File: src/rtl/core/image_stripe_partitioner_assert.svh
// ---------------------------------------------------------------------------
// Image stripe partitioner assertion macros
// Shared property shorthands, sampled on clk and disabled while rst_n is low.
// ---------------------------------------------------------------------------
`ifndef IMAGE_STRIPE_PARTITIONER_ASSERT_SVH
`define IMAGE_STRIPE_PARTITIONER_ASSERT_SVH

// same-cycle implication
`define ISP_ASSERT_IMPL(label, ante, cons, msg) \
  label: assert property (@(posedge clk) disable iff (!rst_n) (ante) |-> (cons)) \
    else $error(msg);

// next-cycle implication
`define ISP_ASSERT_NEXT(label, ante, cons, msg) \
  label: assert property (@(posedge clk) disable iff (!rst_n) (ante) |=> (cons)) \
    else $error(msg);

`endif

File: src/rtl/core/isp_pkg.sv
// ---------------------------------------------------------------------------
// Image stripe partitioner package
// Widths, limits, register indexes and the structs passed between modules.
// ---------------------------------------------------------------------------
package isp_pkg;

  localparam int DIM_W       = 16;
  localparam int BUDGET_W    = 13;
  localparam int THR_W       = 4;
  localparam int TIDX_W      = 3;
  localparam int CNT_W       = 7;
  localparam int DIV_W       = 32;
  localparam int MIB_SHIFT   = 18;
  localparam int MAX_THREADS = 8;
  localparam int MAX_CHUNKS  = 64;
  localparam int QUEUE_DEPTH = 2;

  localparam int CFG_IDX_W   = 1;
  localparam int CFG_DATA_W  = BUDGET_W;

  localparam logic [CFG_IDX_W-1:0] CFG_BUDGET  = 1'b0;
  localparam logic [CFG_IDX_W-1:0] CFG_THREADS = 1'b1;

  localparam logic [BUDGET_W-1:0] BUDGET_RST  = 13'd64;
  localparam logic [THR_W-1:0]    THREADS_RST = 4'd4;

  typedef struct packed {
    logic                oversize;
    logic [THR_W-1:0]    threads;
    logic [CNT_W-1:0]    group;
    logic [CNT_W-1:0]    total;
    logic [DIM_W-1:0]    base;
    logic [CNT_W-1:0]    rem;
  } plan_t;

  typedef struct packed {
    logic             start;
    logic [DIV_W-1:0] dividend;
    logic [DIV_W-1:0] divisor;
  } div_req_t;

  typedef struct packed {
    logic             busy;
    logic             done;
    logic [DIV_W-1:0] quotient;
    logic [DIV_W-1:0] remainder;
  } div_rsp_t;

endpackage

File: src/rtl/core/image_stripe_partitioner.sv
// ---------------------------------------------------------------------------
// Image stripe partitioner
// Splits image rows into per-thread stripes under a memory budget.
// ---------------------------------------------------------------------------
// Input side is a queue: present width, height and format_ok with push while
// full is low. An invalid image (zero width, zero height or bad format) is
// dropped without any result. Results come out as a queue: while empty is low
// the ports hold the oldest stripe item; pop takes it. The last item of each
// image carries out_last; an image needing more than 64 chunks gives one
// item with out_oversize and out_last set.
// The front end takes one image at a time and works out its plan with up to
// four divisions on a shared radix-2 divider, then pushes the plan. Plans
// pass through a two-entry queue to the back end, which emits one stripe per
// cycle while the receiver pops, so up to 64 stripes overlap the next image.
// When the receiver stalls the back end holds its item, the plan queue fills
// and full stays high. Reset empties both queues and loads the registers
// with a 64 MiB budget and four threads. cfg_ready is always high; write the
// registers only while no image is in flight.
// ---------------------------------------------------------------------------
module image_stripe_partitioner (
  input  logic                             clk,
  input  logic                             rst_n,
  input  logic [isp_pkg::DIM_W-1:0]        in_image_width,
  input  logic [isp_pkg::DIM_W-1:0]        in_image_height,
  input  logic                             in_format_ok,
  input  logic                             push,
  output logic                             full,
  output logic [isp_pkg::TIDX_W-1:0]       out_thread_index,
  output logic [isp_pkg::DIM_W-1:0]        out_first_row,
  output logic [isp_pkg::DIM_W-1:0]        out_row_count,
  output logic                             out_oversize,
  output logic                             out_last,
  output logic                             empty,
  input  logic                             pop,
  input  logic                             cfg_valid,
  output logic                             cfg_ready,
  input  logic [isp_pkg::CFG_IDX_W-1:0]    cfg_index,
  input  logic [isp_pkg::CFG_DATA_W-1:0]   cfg_data
);

  logic [isp_pkg::BUDGET_W-1:0] budget_r;
  logic [isp_pkg::THR_W-1:0]    threads_r;
  logic                         plan_push;
  logic                         plan_full;
  logic                         plan_valid;
  logic                         plan_pop;
  isp_pkg::plan_t               plan_in;
  isp_pkg::plan_t               plan_out;

  assign cfg_ready = 1'b1;

  always_ff @(posedge clk) begin
    if (!rst_n) begin
      budget_r  <= isp_pkg::BUDGET_RST;
      threads_r <= isp_pkg::THREADS_RST;
    end else if (cfg_valid && cfg_ready) begin
      if (cfg_index == isp_pkg::CFG_BUDGET) begin
        budget_r <= cfg_data[isp_pkg::BUDGET_W-1:0];
      end else if (cfg_index == isp_pkg::CFG_THREADS) begin
        threads_r <= cfg_data[isp_pkg::THR_W-1:0];
      end
    end
  end

  isp_front u_front (
    .clk             (clk),
    .rst_n           (rst_n),
    .in_image_width  (in_image_width),
    .in_image_height (in_image_height),
    .in_format_ok    (in_format_ok),
    .push            (push),
    .full            (full),
    .budget_mib      (budget_r),
    .threads         (threads_r),
    .plan_push       (plan_push),
    .plan            (plan_in),
    .plan_full       (plan_full)
  );

  isp_queue u_queue (
    .clk     (clk),
    .rst_n   (rst_n),
    .wr_en   (plan_push),
    .wr_data (plan_in),
    .q_full  (plan_full),
    .q_valid (plan_valid),
    .rd_en   (plan_pop),
    .rd_data (plan_out)
  );

  isp_back u_back (
    .clk              (clk),
    .rst_n            (rst_n),
    .q_valid          (plan_valid),
    .q_data           (plan_out),
    .q_pop            (plan_pop),
    .out_thread_index (out_thread_index),
    .out_first_row    (out_first_row),
    .out_row_count    (out_row_count),
    .out_oversize     (out_oversize),
    .out_last         (out_last),
    .empty            (empty),
    .pop              (pop)
  );

endmodule

File: src/rtl/core/isp_div.sv
// ---------------------------------------------------------------------------
// Image stripe partitioner divider
// Restoring unsigned divider, one quotient bit per cycle.
// ---------------------------------------------------------------------------
module isp_div (
  input  logic              clk,
  input  logic              rst_n,
  input  isp_pkg::div_req_t req,
  output isp_pkg::div_rsp_t rsp
);

  localparam int DW = isp_pkg::DIV_W;
  localparam int CW = $clog2(DW);

  logic [DW-1:0] rem_r;
  logic [DW-1:0] quo_r;
  logic [DW-1:0] dvs_r;
  logic [CW-1:0] cnt_r;
  logic          busy_r;
  logic          done_r;
  logic [DW:0]   shl;
  logic [DW:0]   dif;
  logic          ge;
  logic          load;

  assign load = req.start && !busy_r;
  assign shl  = {rem_r, quo_r[DW-1]};
  assign dif  = shl - {1'b0, dvs_r};
  assign ge   = (shl >= {1'b0, dvs_r});

  always_ff @(posedge clk) begin
    if (!rst_n) begin
      busy_r <= 1'b0;
      done_r <= 1'b0;
      cnt_r  <= '0;
    end else begin
      done_r <= 1'b0;
      if (load) begin
        busy_r <= 1'b1;
        cnt_r  <= '0;
      end else if (busy_r) begin
        cnt_r <= cnt_r + 1'b1;
        if (cnt_r == CW'(DW - 1)) begin
          busy_r <= 1'b0;
          done_r <= 1'b1;
        end
      end
    end
  end

  always_ff @(posedge clk) begin
    if (load) begin
      quo_r <= req.dividend;
      rem_r <= '0;
      dvs_r <= req.divisor;
    end else if (busy_r) begin
      rem_r <= ge ? dif[DW-1:0] : shl[DW-1:0];
      quo_r <= {quo_r[DW-2:0], ge};
    end
  end

  assign rsp.busy      = busy_r;
  assign rsp.done      = done_r;
  assign rsp.quotient  = quo_r;
  assign rsp.remainder = rem_r;

endmodule

File: src/rtl/core/isp_front.sv
// ---------------------------------------------------------------------------
// Image stripe partitioner front end
// Accepts an image, drops invalid ones and works out the stripe plan.
// ---------------------------------------------------------------------------
`include "image_stripe_partitioner_assert.svh"

module isp_front (
  input  logic                          clk,
  input  logic                          rst_n,
  input  logic [isp_pkg::DIM_W-1:0]     in_image_width,
  input  logic [isp_pkg::DIM_W-1:0]     in_image_height,
  input  logic                          in_format_ok,
  input  logic                          push,
  output logic                          full,
  input  logic [isp_pkg::BUDGET_W-1:0]  budget_mib,
  input  logic [isp_pkg::THR_W-1:0]     threads,
  output logic                          plan_push,
  output isp_pkg::plan_t                plan,
  input  logic                          plan_full
);

  localparam int DW = isp_pkg::DIV_W;
  localparam int CW = isp_pkg::CNT_W;
  localparam int TW = isp_pkg::THR_W;
  localparam int HW = isp_pkg::DIM_W;
  localparam int BW = isp_pkg::BUDGET_W;
  localparam int PW = CW + TW + 1;

  typedef enum logic [6:0] {
    F_IDLE  = 7'b0000001,
    F_CHUNK = 7'b0000010,
    F_EST   = 7'b0000100,
    F_GROUP = 7'b0001000,
    F_TOTAL = 7'b0010000,
    F_ROWS  = 7'b0100000,
    F_PUSH  = 7'b1000000
  } fstate_t;

  fstate_t           state_r, state_nxt;
  logic              go_r, go_nxt;
  logic [HW-1:0]     w_r, h_r;
  logic [BW-1:0]     budget_r;
  logic [TW-1:0]     t_r;
  logic [DW-1:0]     prod_r;
  logic [DW-1:0]     chunk_r;
  logic [DW-1:0]     est_r;
  logic [CW-1:0]     group_r;
  logic              big_r;
  logic [CW-1:0]     total_r;
  logic              ovs_r;
  logic [HW-1:0]     base_r;
  logic [CW-1:0]     rem_r;
  logic              img_ok;
  logic [TW-1:0]     t_in;
  logic [PW-1:0]     tot_full;
  logic              tot_over;
  isp_pkg::div_req_t div_req;
  isp_pkg::div_rsp_t div_rsp;

  isp_div u_div (
    .clk   (clk),
    .rst_n (rst_n),
    .req   (div_req),
    .rsp   (div_rsp)
  );

  assign full   = (state_r != F_IDLE);
  assign img_ok = (in_image_width != '0) && (in_image_height != '0) && in_format_ok;

  always_comb begin
    if (threads == '0) begin
      t_in = TW'(1);
    end else if (threads > TW'(isp_pkg::MAX_THREADS)) begin
      t_in = TW'(isp_pkg::MAX_THREADS);
    end else begin
      t_in = threads;
    end
  end

  assign tot_full = PW'(group_r) * PW'({t_r, 1'b0});
  assign tot_over = big_r || (tot_full > PW'(isp_pkg::MAX_CHUNKS));

  always_comb begin
    state_nxt        = state_r;
    go_nxt           = go_r;
    div_req.start    = 1'b0;
    div_req.dividend = '0;
    div_req.divisor  = '0;
    plan_push        = 1'b0;
    unique case (state_r)
      F_IDLE: begin
        if (push && img_ok) begin
          state_nxt = F_CHUNK;
        end
      end
      F_CHUNK: begin
        div_req.start    = !go_r;
        div_req.dividend = DW'({budget_r, {isp_pkg::MIB_SHIFT{1'b0}}});
        div_req.divisor  = DW'(t_r);
        go_nxt           = 1'b1;
        if (div_rsp.done) begin
          go_nxt    = 1'b0;
          state_nxt = F_EST;
        end
      end
      F_EST: begin
        div_req.start    = !go_r;
        div_req.dividend = prod_r;
        div_req.divisor  = chunk_r;
        go_nxt           = 1'b1;
        if (div_rsp.done) begin
          go_nxt    = 1'b0;
          state_nxt = (div_rsp.quotient == '0) ? F_TOTAL : F_GROUP;
        end
      end
      F_GROUP: begin
        div_req.start    = !go_r;
        div_req.dividend = est_r - 1'b1;
        div_req.divisor  = DW'({t_r, 1'b0});
        go_nxt           = 1'b1;
        if (div_rsp.done) begin
          go_nxt    = 1'b0;
          state_nxt = F_TOTAL;
        end
      end
      F_TOTAL: begin
        state_nxt = tot_over ? F_PUSH : F_ROWS;
      end
      F_ROWS: begin
        div_req.start    = !go_r;
        div_req.dividend = DW'(h_r);
        div_req.divisor  = DW'(total_r);
        go_nxt           = 1'b1;
        if (div_rsp.done) begin
          go_nxt    = 1'b0;
          state_nxt = F_PUSH;
        end
      end
      F_PUSH: begin
        if (!plan_full) begin
          plan_push = 1'b1;
          state_nxt = F_IDLE;
        end
      end
      default: begin
        state_nxt = F_IDLE;
      end
    endcase
  end

  always_ff @(posedge clk) begin
    if (!rst_n) begin
      state_r <= F_IDLE;
      go_r    <= 1'b0;
    end else begin
      state_r <= state_nxt;
      go_r    <= go_nxt;
    end
  end

  always_ff @(posedge clk) begin
    prod_r <= DW'(w_r) * DW'(h_r);
    if (state_r == F_IDLE && push) begin
      w_r      <= in_image_width;
      h_r      <= in_image_height;
      budget_r <= (budget_mib == '0) ? BW'(1) : budget_mib;
      t_r      <= t_in;
      ovs_r    <= 1'b0;
      base_r   <= '0;
      rem_r    <= '0;
    end
    if (state_r == F_CHUNK && div_rsp.done) begin
      chunk_r <= div_rsp.quotient;
    end
    if (state_r == F_EST && div_rsp.done) begin
      est_r   <= div_rsp.quotient;
      group_r <= CW'(1);
      big_r   <= 1'b0;
    end
    if (state_r == F_GROUP && div_rsp.done) begin
      big_r   <= (div_rsp.quotient >= DW'(isp_pkg::MAX_CHUNKS));
      group_r <= div_rsp.quotient[CW-1:0] + 1'b1;
    end
    if (state_r == F_TOTAL) begin
      total_r <= tot_full[CW-1:0];
      ovs_r   <= tot_over;
    end
    if (state_r == F_ROWS && div_rsp.done) begin
      base_r <= div_rsp.quotient[HW-1:0];
      rem_r  <= div_rsp.remainder[CW-1:0];
    end
  end

  assign plan.oversize = ovs_r;
  assign plan.threads  = t_r;
  assign plan.group    = group_r;
  assign plan.total    = total_r;
  assign plan.base     = base_r;
  assign plan.rem      = rem_r;

  `ISP_ASSERT_IMPL(a_div_start_idle, div_req.start, !div_rsp.busy,
                   "divider started while busy")

endmodule

File: src/rtl/core/isp_queue.sv
// ---------------------------------------------------------------------------
// Image stripe partitioner plan queue
// Short queue of stripe plans between the front and back ends.
// ---------------------------------------------------------------------------
`include "image_stripe_partitioner_assert.svh"

module isp_queue (
  input  logic           clk,
  input  logic           rst_n,
  input  logic           wr_en,
  input  isp_pkg::plan_t wr_data,
  output logic           q_full,
  output logic           q_valid,
  input  logic           rd_en,
  output isp_pkg::plan_t rd_data
);

  localparam int DEPTH = isp_pkg::QUEUE_DEPTH;
  localparam int AW    = $clog2(DEPTH);
  localparam int NW    = $clog2(DEPTH + 1);

  isp_pkg::plan_t mem_r [DEPTH];
  logic [AW-1:0]  wr_ptr_r;
  logic [AW-1:0]  rd_ptr_r;
  logic [NW-1:0]  cnt_r;
  logic           do_wr;
  logic           do_rd;

  assign q_full  = (cnt_r == NW'(DEPTH));
  assign q_valid = (cnt_r != '0);
  assign do_wr   = wr_en && !q_full;
  assign do_rd   = rd_en && q_valid;
  assign rd_data = mem_r[rd_ptr_r];

  always_ff @(posedge clk) begin
    if (!rst_n) begin
      wr_ptr_r <= '0;
      rd_ptr_r <= '0;
      cnt_r    <= '0;
    end else begin
      if (do_wr) begin
        wr_ptr_r <= (wr_ptr_r == AW'(DEPTH - 1)) ? '0 : wr_ptr_r + 1'b1;
      end
      if (do_rd) begin
        rd_ptr_r <= (rd_ptr_r == AW'(DEPTH - 1)) ? '0 : rd_ptr_r + 1'b1;
      end
      if (do_wr && !do_rd) begin
        cnt_r <= cnt_r + 1'b1;
      end else if (do_rd && !do_wr) begin
        cnt_r <= cnt_r - 1'b1;
      end
    end
  end

  always_ff @(posedge clk) begin
    if (do_wr) begin
      mem_r[wr_ptr_r] <= wr_data;
    end
  end

  `ISP_ASSERT_IMPL(a_cnt_bound, 1'b1, cnt_r <= NW'(DEPTH),
                   "plan queue count out of range")

endmodule

File: src/rtl/core/isp_back.sv
// ---------------------------------------------------------------------------
// Image stripe partitioner back end
// Walks a stripe plan and emits one stripe item per cycle into the output slot while it is empty or popped.
// ---------------------------------------------------------------------------
`include "image_stripe_partitioner_assert.svh"

module isp_back (
  input  logic                        clk,
  input  logic                        rst_n,
  input  logic                        q_valid,
  input  isp_pkg::plan_t              q_data,
  output logic                        q_pop,
  output logic [isp_pkg::TIDX_W-1:0]  out_thread_index,
  output logic [isp_pkg::DIM_W-1:0]   out_first_row,
  output logic [isp_pkg::DIM_W-1:0]   out_row_count,
  output logic                        out_oversize,
  output logic                        out_last,
  output logic                        empty,
  input  logic                        pop
);

  localparam int CW = isp_pkg::CNT_W;
  localparam int TW = isp_pkg::THR_W;
  localparam int HW = isp_pkg::DIM_W;

  typedef enum logic [1:0] {
    B_IDLE = 2'b01,
    B_RUN  = 2'b10
  } bstate_t;

  bstate_t        state_r;
  isp_pkg::plan_t plan_r;
  logic [CW-1:0]  acc_r, acc_nxt;
  logic [HW-1:0]  from_r;
  logic [CW-1:0]  n_r;
  logic [CW-1:0]  g_r;
  logic [TW-1:0]  i_r;
  logic           pass_r;
  logic           out_vld_r;
  logic           slot_free;
  logic           emit;
  logic [CW:0]    sum;
  logic [CW:0]    sum_wrap;
  logic           wrap;
  logic [HW-1:0]  rows;
  logic [TW-1:0]  thr;
  logic           last_stripe;
  logic           g_end;
  logic           i_end;

  assign slot_free   = !out_vld_r || pop;
  assign emit        = (state_r == B_RUN) && slot_free;
  assign q_pop       = (state_r == B_IDLE) && q_valid;
  assign empty       = !out_vld_r;

  assign sum         = {1'b0, acc_r} + {1'b0, plan_r.rem};
  assign sum_wrap    = sum - {1'b0, plan_r.total};
  assign wrap        = (sum >= {1'b0, plan_r.total});
  assign acc_nxt     = wrap ? sum_wrap[CW-1:0] : sum[CW-1:0];
  assign rows        = plan_r.base + HW'(wrap);
  assign thr         = pass_r ? (plan_r.threads - 1'b1 - i_r) : i_r;
  assign last_stripe = ((n_r + CW'(1)) == plan_r.total);
  assign g_end       = (g_r == plan_r.group - 1'b1);
  assign i_end       = (i_r == plan_r.threads - 1'b1);

  always_ff @(posedge clk) begin
    if (!rst_n) begin
      state_r   <= B_IDLE;
      out_vld_r <= 1'b0;
    end else begin
      if (emit) begin
        out_vld_r <= 1'b1;
      end else if (pop) begin
        out_vld_r <= 1'b0;
      end
      unique case (state_r)
        B_IDLE: begin
          if (q_valid) begin
            state_r <= B_RUN;
          end
        end
        B_RUN: begin
          if (emit && (plan_r.oversize || last_stripe)) begin
            state_r <= B_IDLE;
          end
        end
        default: begin
          state_r <= B_IDLE;
        end
      endcase
    end
  end

  always_ff @(posedge clk) begin
    if (q_pop) begin
      plan_r <= q_data;
      acc_r  <= '0;
      from_r <= '0;
      n_r    <= '0;
      g_r    <= '0;
      i_r    <= '0;
      pass_r <= 1'b0;
    end
    if (emit) begin
      if (plan_r.oversize) begin
        out_thread_index <= '0;
        out_first_row    <= '0;
        out_row_count    <= '0;
        out_oversize     <= 1'b1;
        out_last         <= 1'b1;
      end else begin
        out_thread_index <= thr[isp_pkg::TIDX_W-1:0];
        out_first_row    <= from_r;
        out_row_count    <= rows;
        out_oversize     <= 1'b0;
        out_last         <= last_stripe;
        acc_r            <= acc_nxt;
        from_r           <= from_r + rows;
        n_r              <= n_r + 1'b1;
        if (g_end) begin
          g_r <= '0;
          if (i_end) begin
            i_r    <= '0;
            pass_r <= 1'b1;
          end else begin
            i_r <= i_r + 1'b1;
          end
        end else begin
          g_r <= g_r + 1'b1;
        end
      end
    end
  end

  `ISP_ASSERT_IMPL(a_oversize_last, out_vld_r && out_oversize, out_last,
                   "oversize item without last mark")
  `ISP_ASSERT_IMPL(a_count_in_range, state_r == B_RUN && !plan_r.oversize,
                   n_r < plan_r.total, "stripe count ran past plan total")

endmodule
File: config.mk
export PLATFORM = sky130hd
export DESIGN_NAME = image_stripe_partitioner
export DESIGN_NICKNAME = d
export VERILOG_FILES = /design/src/rtl/core/isp_pkg.sv /design/src/rtl/core/image_stripe_partitioner.sv /design/src/rtl/core/isp_div.sv /design/src/rtl/core/isp_front.sv /design/src/rtl/core/isp_queue.sv /design/src/rtl/core/isp_back.sv
export VERILOG_INCLUDE_DIRS = /design/src /design/src/rtl/core
export SDC_FILE = /design/constraint.sdc
export NUM_CORES = 1
export LEC_CHECK = 0
export BUFFER_PORTS_ARGS = -buffer_cell sky130_fd_sc_hd__clkbuf_2
export CORE_MARGIN = 1
export CORE_UTILIZATION = 57
export DETAILED_ROUTE_END_ITERATION = 16
export PLACE_DENSITY = 0.85
export SYNTH_ARGS = -nofsm -noshare
export SYNTH_HDL_FRONTEND = slang
export SYNTH_SLANG_ARGS = --single-unit
export TNS_END_PERCENT = 10
File: constraint.sdc
create_clock -name clk -period 6.1 [get_ports clk]
set_clock_uncertainty 0.1 [all_clocks]
set_input_delay 1.525 -clock clk [delete_from_list [all_inputs] [get_ports clk]]
set_output_delay 1.525 -clock clk [all_outputs]
set_load 0.005 [all_outputs]
==> impl_metrics.yaml, run 1 <==
status:
  status: "complete, but fails checks"
  violations: "negative setup slack"
setup_path:
  r2r_cells: 24
  r2r-start: "u_front.w_r[5]$_DFFE_PP_"
  end_kind: "register"
  required_ns: 6.47
  critPathSlowestCell: "fa_2"
  critPathArrivalTime_ns: 6.67
  slowest_delay_ns: 0.58
  r2r-end: "u_front.prod_r[28]$_DFF_P_"
  critical_path_class: "reg2reg"
  start_kind: "register"
  crit_chain: "buf_6 -> buf_4 -> and2_4 -> fa_1 -> inv_2 -> fa_2 -> fa_2 -> fa_1 -> inv_2 -> fa_1 -> inv_2 -> fa_1 -> inv_2 -> ha_4 -> a21o_1 -> a221o_1 -> a31oi_4 -> o21ai_4 -> a2bb2oi_4 -> a211oi_2 -> buf_4 -> buf_4 -> nor2_1 -> xnor2_1"
  path_max_fanout: 3
  reg2reg_slack_ns: -0.19
logic_synthesis:
  ys_top_cells_by_count: "375 x edfxtp_1, 336 x inv_1, 312 x nand2_1"
  ys_ff_latch: 520
  synthCells: 2912
  synthTopCellsByArea: "edfxtp_1 35%, fa_1 13%, dfxtp_1 9.1%"
  yosysSeqAreaShare_pct: 44.44
  yosys_warnings: 0
  synth_nets: 3367
  synth_most_common_cell: "edfxtp_1"
  synth_cell_types: 80
  synth_area_leader_cell: "edfxtp_1"
  synth.top_cell.area_share_pct: 35.34
  synth-edff-count: 375
  avgSynthCellArea_sq_um: 10.94
  ys_async_sr_fraction_pct: 0
  synth_ff_type: "edfxtp_1"
  synth_area_sq_mm: 0.03187
finish:
  num_antenna_cells: 0
  multi_input_area_sq_mm: 0.01644
  layout.nets: 3559
  fillers: 3785
  instances_no_fill: 3896
  area.growth.synth_to_final_pct: 13.90
  drive_gt1_share_pct: 15.53
  regArea_sq_mm: 0.01416
floorplan:
  die_area_sq_mm: 0.05686
  fp.dieW_microns: 238.5
  num_rows: 86
  coreArea_sq_mm: 0.05520
  fp.dieH_microns: 238.5
  start_util_pct: 57.73
  io-pin-count: 92
placement:
  gp_congestion: 0.9203
  io_buffers: 90
  dp.cells: 3746
  dp_hpwl_microns: 54640
route:
  dr_total_vias: 23070
  via_per_inst: 5.920
  drt_iter0_markers: 2187
  wl_per_cell_microns: 20.13
  antenna_left: 0
  drc: 0
  routed_wl_microns: 78420
  drtPass1Iterations: 7
global_routing:
  antenna_found_initial: 0
  grt_max_degree: 96
  first_global_vias: 23670
  grt_pass1_wl_microns: 122400
  grt_usage_pct: 27.19
  grt_overflow_total: 0
timing:
  setup_viol: 5
  rsz0062_at_grt: "true"
  hold_viol_final: 0
  slew_violations: 0
  fin_crit_ns: 6.294
  slew_headroom_pct: 11.86
  setup_slack_ns: -0.1939
  fmaxAchievable_mhz: 158.9
  worst_pin_slew_ns: 1.322
  final.period_utilization_pct: 103.2
clock_network:
  cts.clk_slew.worst_paths_ns: 0.06
  cts-root-buf: "clkbuf_16"
  cts_tree: "done"
  holdBufCountCts: 0
  cts.sink_count: 520
  cts_buffer_depth: 3
  clock_latency_ns: 0.62
  cts_buffers: 52
  cts_htree_levels: 2
hold_path:
  worstHoldStart: "u_front.base_r[0]$_SDFFCE_PN0P_"
  hold_path_class: "reg2reg"
  hold_depth: 0
  hold_end: "u_queue.mem_r[1][7]$_DFFE_PP_"
flow_run:
  maxCapViolations: 0
final cells by class:
class,count,area share (%)
Tap cell,748,2.578
Sequential cell,520,39.02
Clock inverter,30,0.8687
Multi-Input combinational cell,1936,45.30
Clock buffer,68,3.950
Inverter,336,3.475
Timing Repair Buffer,258,4.809
through the flow:
| step | instance area (sq um) | setup slack (ns) | util [%] | hold WS [ns] | TNS [ns] |
|---|---|---|---|---|---|
| after floorplan | 31910 | 0.003320 | - | 0.3215 | 0 |
| after global placement | 33730 | -0.1097 | 61.11 | 0.3259 | -0.1659 |
| after detailed placement | 33730 | -0.2396 | 61.11 | 0.3313 | -0.9845 |
| after CTS | 35740 | -0.04166 | 64.75 | 0.3455 | -0.06959 |
| after global routing | 36300 | -0.3583 | 65.76 | 0.3581 | -2.234 |
| final | 36300 | -0.1939 | 65.76 | 0.3428 | -0.5593 |
kinds of logic after synthesis:
| logic type | Yosys count | synth area share, % |
|---|---|---|
| AND/OR/NAND/NOR | 899 | 14.04 |
| flip-flops | 520 | 44.44 |
| buffers and inverters | 456 | 5.430 |
| AO/OA/AOI/OAI | 415 | 8.944 |
| adder cells (fa/ha/maj) | 403 | 20.75 |
| XOR/XNOR | 161 | 4.425 |
| multiplexers | 57 | 1.955 |
| other | 1 | 0.01177 |
worst max-delay path by stage:
stage	startpoint	to	slack [ns]	cells after the start
floorplan	u_front.h_r[6]$_DFFE_PP_	u_front.prod_r[30]$_DFF_P_	0.003	22
global placement	u_front.w_r[7]$_DFFE_PP_	u_front.prod_r[30]$_DFF_P_	-0.11	21
detailed placement	u_front.w_r[7]$_DFFE_PP_	u_front.prod_r[30]$_DFF_P_	-0.24	21
CTS	u_front.w_r[6]$_DFFE_PP_	u_front.prod_r[30]$_DFF_P_	-0.04	22
global route	u_front.h_r[6]$_DFFE_PP_	u_front.prod_r[28]$_DFF_P_	-0.36	25
finish	u_front.w_r[5]$_DFFE_PP_	u_front.prod_r[28]$_DFF_P_	-0.19	24
layer usage:
metal	up-vias	wire length (microns)	GRT usage, %
li1	10350	-	-
met1	11290	29740	33.73
met2	1154	38620	46.66
met3	275	6205	4.315
met4	0	3854	12.61
met5	-	0	0
repair_timing:
item / in CTS / in global routing
gates resized for setup: 34 / 67
setup buffers: 14 / 37
gates cloned: 0 / 0
pin swaps: 21 / 57
setup endpoints to repair: 11 / 18
critical path: cells and delay by family, from the launching register on:
kind | cells | cell delay [ns]
and+or+nand+nor | 2 | 0.18
DFF | 1 | 0.44
adders and majority gates | 7 | 3.27
buffers and inverters | 8 | 0.74
AOI/OAI and AO/OA | 6 | 1.33
xor gates and xnor gates | 1 | 0.14
flip-flops by register name, summed over array words and instances (netlist names), 7 cells and up:
register and cells:
u_front.h_r 16, u_back.plan_r 41, u_front.chunk_r 32, u_queue.mem_r 82, budget_r 13, u_front.u_div.rem_r 32, u_front.group_r 7, u_back.out_row_count 16
u_back.g_r 7, u_front.base_r 16, u_front.budget_r 13, u_front.rem_r 7, u_front.u_div.quo_r 32, u_front.u_div.dvs_r 32, u_back.from_r 16, u_front.state_r 7
u_back.acc_r 7, u_back.n_r 7, u_front.est_r 32, u_front.prod_r 32, u_back.out_first_row 16, u_front.w_r 16
cell usage in the layout, fill, tap and decap left out, types with 13 or more instances in the layout:
master and n:
a21boi_0 23, a21o_1 39, a21oi_1 89, a222oi_1 33, and2_1 155, and3_1 39, buf_4 159, clkbuf_16 54
clkbuf_2 90, dfxtp_1 145, edfxtp_1 375, fa_1 196, fa_2 13, ha_1 186, inv_1 325, mux2_2 42
mux2i_1 15, nand2_1 312, nand2b_1 17, nand3_1 80, nor2_1 126, nor2b_1 49, nor3_1 29, nor4_1 22
o21a_1 15, o21ai_0 67, o311ai_0 16, xnor2_1 96, xor2_1 62
Power of run 1 is left out: the tool's default activity adds up to more than one toggle a clock period on the data nets, which glitch-free logic cannot reach.
==> inputs of run 2 (changes only) <==
--- a/config.mk
+++ b/config.mk
@@ -7,9 +7,11 @@
 export NUM_CORES = 1
 export LEC_CHECK = 0
 export BUFFER_PORTS_ARGS = -buffer_cell sky130_fd_sc_hd__clkbuf_2
+export CORE_ASPECT_RATIO = 0.5
 export CORE_MARGIN = 1
 export CORE_UTILIZATION = 57
 export DETAILED_ROUTE_END_ITERATION = 16
+export MAX_ROUTING_LAYER = met4
 export PLACE_DENSITY = 0.85
 export SYNTH_ARGS = -nofsm -noshare
 export SYNTH_HDL_FRONTEND = slang
==> run 2 against run 1 <==
- the flow still finishes with violations (negative setup slack)
- critical path type unchanged
- count of clock-buffer cells in the layout is 12 lower
- cell count is 1.2% lower
- via count is 3.4% lower
- worst setup slack better by 0.14 ns
- first-iteration DRC count is 14% lower
- hold slack better by 0.0048 ns
- sequential share of layout area is 0.35 points higher
==> impl_metrics.yaml, run 2 (synthesis results as in run 1) <==
setup_path:
  start_kind: "register"
  cp_top_family: "adder cells"
  critical_path_class: "reg2reg"
  critPathArrivalTime_ns: 6.54
  crit_chain: "buf_6 -> and2_4 -> fa_1 -> inv_1 -> fa_1 -> fa_1 -> inv_1 -> fa_2 -> fa_1 -> inv_1 -> fa_1 -> inv_1 -> ha_4 -> a2111oi_4 -> o21ai_1 -> o21a_1 -> or2_4 -> a2bb2oi_4 -> a211oi_2 -> o31ai_1 -> a21oi_1 -> xnor2_1"
  required_ns: 6.49
  path_max_fanout: 4
  critPathSlowestCell: "fa_1"
  reg2reg_slack_ns: -0.05
  cpMostUsedCell: "fa_1"
  cp.buffers_inverters: 5
  end_kind: "register"
  slowest_delay_ns: 0.54
timing:
  slew_headroom_pct: 23.07
  setup_viol: 3
  fin_crit_ns: 6.153
  final.period_utilization_pct: 100.9
  hold_viol_final: 0
  worst_pin_slew_ns: 1.154
  slew_violations: 0
  rsz0062_at_grt: "true"
  fmaxAchievable_mhz: 162.5
  setup_slack_ns: -0.05333
global_routing:
  antenna_found_initial: 0
  grt_overflow_total: 0
  first_global_vias: 22230
  grt_max_degree: 87
  grt_pass1_wl_microns: 114800
  grt_usage_pct: 26.10
clock_network:
  cts_buffers: 47
  holdBufCountCts: 0
  cts-root-buf: "clkbuf_16"
  cts_buffer_depth: 3
  cts.clk_slew.worst_paths_ns: 0.06
  cts.sink_count: 520
  cts_tree: "done"
  cts_htree_levels: 2
  clock_latency_ns: 0.61
finish:
  fillers: 3827
  final_cell_mix: "375 x edfxtp_1, 328 x inv_1, 309 x nand2_1, 198 x fa_1, 183 x ha_1"
  layout_commonest_cell: "edfxtp_1"
  area.growth.synth_to_final_pct: 12.88
  largestRegisters: "u_queue.mem_r x82, u_back.plan_r x41"
  final_core_util_pct: 66.00
  top_register: "u_queue.mem_r"
  largest_register_ffs: 82
  regArea_sq_mm: 0.01416
  multi_input_area_sq_mm: 0.01641
  drive_gt1_share_pct: 14.68
  layout.nets: 3523
route:
  top_layer: "met4"
  drtPass1Iterations: 8
  routed_wl_microns: 71860
  antenna_left: 0
  met3_length_microns: 5715
  dr_total_vias: 22270
  wl_met1_microns: 29680
  via_per_inst: 5.783
  met2_length_microns: 33920
  drc: 0
  drt_iter0_markers: 1882
  wl_per_cell_microns: 18.66
floorplan:
  coreArea_sq_mm: 0.05450
  io-pin-count: 92
  start_util_pct: 58.47
  die_area_sq_mm: 0.05692
  num_rows: 60
  fp.dieW_microns: 336.4
  fp.dieH_microns: 169.2
flow_run:
  maxCapViolations: 0
status:
  status: "complete, but fails checks"
  violations: "negative setup slack"
hold_path:
  hold_path_class: "reg2reg"
placement:
  dp_hpwl_microns: 51010
  io_buffers: 90
  gp_congestion: 0.9284
==> run 2: per-stage QoR <==
step	TNS, ns	std cells	area [sq um]	hold slack [ns]	setup slack [ns]
finish	-0.09008	3851	35970	0.3476	-0.05333
global route	-1.299	3850	35970	0.3610	-0.2810
CTS	-0.01348	3826	35490	0.3447	-0.01348
detailed placement	-0.5760	3734	33680	0.3335	-0.1804
global placement	-0.06667	3734	33680	0.3248	-0.06299
floorplan	0	2912	31910	0.3215	0.003320
==> run 2: worst reg2reg max path: cells and delay by family, from the launching register on <==
family	cells	cell delay, ns
compound gates	7	1.41
xor+xnor	1	0.09
fa+ha+maj	7	3.22
buf+inv	5	0.39
flops	1	0.42
simple gates	2	0.41
==> run 2: cell type report <==
cell class / instances / area share, %
multi-input cells: 1936 / 45.61
flip-flops and latches: 520 / 39.37
repair buffers: 227 / 4.285
inverters: 336 / 3.506
clock buffers: 56 / 3.450
well taps: 744 / 2.588
clock inverters: 31 / 1.183
diodes: 1 / 0.006957
==> run 2: routing by layer <==
layer  GRT usage (%)  vias to the layer above
li1                -                    10280
met1           33.22                    10820
met2           42.49                      983
met3           4.810                      189
met4           8.438                        0
met5               -                        -
==> run 2: worst paths after layout <==
check / start / to / cells past startpoint
hold reg to reg: u_front.base_r[2]$_SDFFCE_PN0P_ / u_queue.mem_r[0][9]$_DFFE_PP_ / 0
hold / removal: u_front.base_r[2]$_SDFFCE_PN0P_ / u_queue.mem_r[0][9]$_DFFE_PP_ / 0
setup / recovery: u_front.w_r[6]$_DFFE_PP_ / u_front.prod_r[30]$_DFF_P_ / 22
setup reg to reg: u_front.w_r[6]$_DFFE_PP_ / u_front.prod_r[30]$_DFF_P_ / 22
==> run 2: repair_timing <==
action                                  in CTS  in global routing
buffers inserted                             5                 24
endpoints found under the setup margin       7                 16
gates resized for setup                     23                 78
pin swaps                                   21                 59
Power of run 2 is left out for the same reason.
